==> src/hdl/ifls_pkg.sv <==
// shared constants, codes and types of the indexed free list stack
package ifls_pkg;

	localparam int OP_W      = 2;
	localparam int INDEX_W   = 10;
	localparam int COUNT_W   = 11;
	localparam int SIZE_W    = 16;
	localparam int BASE_W    = 32;
	localparam int ADDR_W    = 33;
	localparam int CHANGE_W  = 32;
	localparam int STATUS_W  = 2;
	localparam int CFG_IDX_W = 2;
	localparam int CFG_DATA_W = 32;
	localparam int IN_DATA_W  = 16;
	localparam int OUT_DATA_W = 80;

	typedef enum logic [OP_W-1:0] {
		OP_PUSH = 2'd0,
		OP_POP  = 2'd1,
		OP_INIT = 2'd2,
		OP_NONE = 2'd3
	} op_t;

	typedef enum logic [STATUS_W-1:0] {
		ST_OK    = 2'd0,
		ST_EMPTY = 2'd1,
		ST_RANGE = 2'd2
	} status_t;

	typedef enum logic [CFG_IDX_W-1:0] {
		REG_ELEMENT_COUNT = 2'd0,
		REG_POPULATE      = 2'd1,
		REG_BASE_ADDRESS  = 2'd2,
		REG_ELEMENT_SIZE  = 2'd3
	} reg_idx_t;

	typedef enum logic [3:0] {
		S_IDLE = 4'b0001,
		S_EXEC = 4'b0010,
		S_POP  = 4'b0100,
		S_INIT = 4'b1000
	} state_t;

	typedef struct packed {
		logic [CHANGE_W-1:0] change_count;
		logic [ADDR_W-1:0]   popped_address;
		logic [INDEX_W-1:0]  popped_index;
		status_t             status;
	} result_t;

endpackage

==> src/hdl/ifls_addr_gen.sv <==
// element address: registered index times size, then base added
module ifls_addr_gen import ifls_pkg::*; #(
	parameter int KW = 10
) (
	input  logic              clk,
	input  logic              load,
	input  logic [KW-1:0]     k,
	input  logic [SIZE_W-1:0] element_size,
	input  logic [BASE_W-1:0] base_address,
	output logic [ADDR_W-1:0] address
);

	localparam int PW = KW + SIZE_W;

	logic [PW-1:0] prod_q;

	always_ff @(posedge clk) begin
		if (load) begin
			prod_q <= PW'(k) * PW'(element_size);
		end
	end

	// sum kept to 33 bits
	always_comb begin
		logic [PW+BASE_W-1:0] sum;
		sum = (PW+BASE_W)'(base_address) + (PW+BASE_W)'(prod_q);
		address = sum[ADDR_W-1:0];
	end

endmodule

==> config.mk <==
export PLATFORM = sky130hd
export DESIGN_NAME = ifls_addr_gen
export DESIGN_NICKNAME = d
export VERILOG_FILES = /design/src/hdl/ifls_pkg.sv /design/src/hdl/ifls_addr_gen.sv
export SDC_FILE = /design/constraint.sdc
export NUM_CORES = 1
export LEC_CHECK = 0
export BUFFER_PORTS_ARGS = -buffer_cell sky130_fd_sc_hd__buf_2
export CAP_MARGIN = 25
export CORE_MARGIN = 4
export CORE_UTILIZATION = 55
export DETAILED_ROUTE_END_ITERATION = 10
export GPL_ROUTABILITY_DRIVEN = 0
export GPL_TIMING_DRIVEN = 1
export PLACE_DENSITY = 0.76
export SYNTH_ARGS = -nofsm -noshare
export SYNTH_HDL_FRONTEND = slang
export SYNTH_SLANG_ARGS = --single-unit
export TNS_END_PERCENT = 1
==> constraint.sdc <==
create_clock -name clk -period 9.1 [get_ports clk]
set_clock_uncertainty 0.05 [all_clocks]
set_input_delay 1.365 -clock clk [delete_from_list [all_inputs] [get_ports clk]]
set_output_delay 1.365 -clock clk [all_outputs]
set_load 0.01 [all_outputs]
==> impl_metrics.toml <==
[run_status]
status = "finished, final reports clean"

[cells_and_area]
nFillCells = 1191
largestRegisters = "prod_q: 26 flops"
multi_input_area_mm2 = 0.00631
regArea_um2 = 781
layout-drive-gt1-share_pct = 11.6
stdcell_area_mm2 = 0.00838
largest_register_ffs = 26
top_register = "prod_q"
area_growth_pct = 8.52
utilization_pct = 60.6
num_antenna_cells = 0
fin_nets = 1217

[logic_synthesis]
synthArstFlopShare_pct = 0
ys.warnings.count = 0
ys.flop_type = "edfxtp_1"
synth_area_mm2 = 0.00772
synth_most_common_cell = "inv_1"
synthTopCellsByArea = "fa_1 (29%), ha_1 (14%), edfxtp_1 (10%)"
seq_area_frac_synth_pct = 10.1
synth_top_area_share_pct = 28.8
syn_inst = 896
synthTopCellsByCount = "inv_1 (132), fa_1 (111), nand2_1 (105)"
synthDistinctLibCells = 62
synth_edf_count = 26
syn-num-nets = 1154
synth_seq_cells = 26
netlist.top_cell.by_area = "fa_1"
syn_area_per_cell_um2 = 8.62

[floorplan]
core_mm2 = 0.0138
start_util_pct = 55.9
die_y_um = 126
dieArea_mm2 = 0.0160
rows = 43
num_io_pins = 93
die_x_um = 126

[grt]
grt_max_degree = 27
grt_pass1_wl_um = 29600
antenna_found_initial = 0
grt_pass1_vias = 6254
grt_usage_pct = 22.0
grt-ovfl-total = 0

[detailed_routing]
num_vias = 6404
remaining_drc_errors = 0
drt_first_pass_iters = 4
wl_um = 17600
viasPerCell = 5.63
ant_nets = 0
dr.first_iter.drc_count = 352
post_drt_wl_per_cell_um = 15.5

[setup_path]
worst-path-buf-inv = 6
crit_path_max_fanout = 16
crit_arrival_ns = 6.44
path_cells = "buf_2 > nand2_1 > fa_1 > inv_1 > fa_1 > inv_1 > fa_1 > inv_1 > fa_1 > inv_1 > fa_1 > inv_1 > ha_1 > nand2_1 > o21ai_0 > nand4_1 > a311oi_1 > a221oi_1 > xnor2_1"
cp_data_required_time_ns = 9.05
cp-end-kind = "flop"
cp_slowest_cell = "fa_1"
crit_cells = 19
cp_top_family = "adder cells"
cp-start-kind = "input port"
max_stage_delay_ns = 0.55
critical_path_class = "input port to flop"
startpoint = "k[3]"
cp-endpoint = "prod_q[24]"

[place]
io_buffers = 92
placed_area_mm2 = 0.00828
hpwl_um = 14600
pre_cts_ws_ns = 2.36

[clock_tree]
postCtsSetupRepairBufs = 0
clockRootBuffer = "clkbuf_16"
cts_hold_buf = 0
cts_tree = "yes"
cts_resized = 0
clock_path_buffers = 2
h-tree-depth = 1
cts_buffers = 3
cts_sinks = 26
clk_pin_slew_ns = 0.06

[power_and_ir_drop]
leakage_nw = 4.13
power_density_mw_per_mm2 = 343
ir_drop_mv = 0.190

[timing]
slew_headroom_pct = 55.8
rsz0062_at_grt = "no"
finalMaxSlewViolations = 0
hold_viol_final = 0
min_period_ns = 6.48
worst_slew_pin_slew_ns = 0.656
setup_violations = 0
worst_slack_ns = 2.62
setup_tns_ns = 0
fmax_ghz = 0.154
period_share_pct = 71.3

[worst_hold_path]
hold_path_class = "input port to flop"

[flow_run]
cap_violations = 0
## logic make-up after synthesis
family / after synthesis / synth area share, %
simple gates: 295 / 19.3
fa+ha+maj: 198 / 42.9
buf+inv: 166 / 8.13
compound gates: 165 / 14.3
xor+xnor: 45 / 5.10
flops: 26 / 10.1
mux: 1 / 0.130
## cell usage in the layout, fill, tap and decap left out, types with 5 or more instances in the layout
master | netlist | routed
inv_1 | 132 | 132
fa_1 | 111 | 111
nand2_1 | 105 | 105
buf_2 | 4 | 92
and2_1 | 88 | 88
ha_1 | 87 | 87
a21oi_1 | 48 | 48
nor2_1 | 36 | 36
o21ai_0 | 35 | 35
xnor2_1 | 32 | 32
edfxtp_1 | 26 | 26
a21o_1 | 13 | 13
xor2_1 | 13 | 13
nand3_1 | 12 | 12
a31oi_1 | 11 | 11
nor3_1 | 11 | 11
nand2b_1 | 9 | 9
o211ai_1 | 8 | 8
nand4_1 | 8 | 8
a211oi_1 | 6 | 6
o21a_1 | 5 | 5
nor2b_1 | 5 | 5
o2111ai_1 | 5 | 5
## worst min path at each step
stage | start | cells past startpoint | slack [ns] | to
finish | element_size[0] | 2 | 1.53 | prod_q[0]
global route | element_size[0] | 2 | 1.53 | prod_q[0]
CTS | element_size[0] | 2 | 1.51 | prod_q[0]
detailed placement | element_size[0] | 2 | 1.78 | prod_q[0]
global placement | element_size[0] | 2 | 1.77 | prod_q[0]
floorplan | load | 0 | 1.43 | prod_q[0]
## report_power, final
| group | total (mW) | internal [mW] | switching (mW) |
|---|---|---|---|
| clock | 0.123 | 0.0873 | 0.0361 |
| sequential | 0.290 | 0.274 | 0.0158 |
| combinational | 2.46 | 1.02 | 1.44 |
| total | 2.88 | 1.38 | 1.50 |
## area by class of cell
| type | instances | area share (%) |
|---|---|---|
| inverter | 132 | 5.91 |
| multi-input combinational | 704 | 75.3 |
| tap | 180 | 2.69 |
| sequential | 26 | 9.32 |
| clock buffer | 3 | 0.896 |
| clock inverter | 1 | 0.358 |
| timing repair buffer | 92 | 5.49 |
## metrics by stage
stage               power (mW)  hold WS, ns  std cells
floorplan                 2.17         1.43        896
global placement          2.68         1.77       1134
detailed placement        2.73         1.78       1134
CTS                       2.87         1.51       1138
global route              3.21         1.53       1138
finish                    2.88         1.53       1138
## per-layer routing
layer / global-route usage, % / vias up / part of all wire, %
li1: - / 3092 / -
met1: 31.3 / 3091 / 46
met2: 37.9 / 207 / 47
met3: 1.68 / 14 / 6.4
met4: 3.53 / 0 / 0.89
met5: 0 / - / 0
Note: power is estimated with default switching activity, not from simulation.
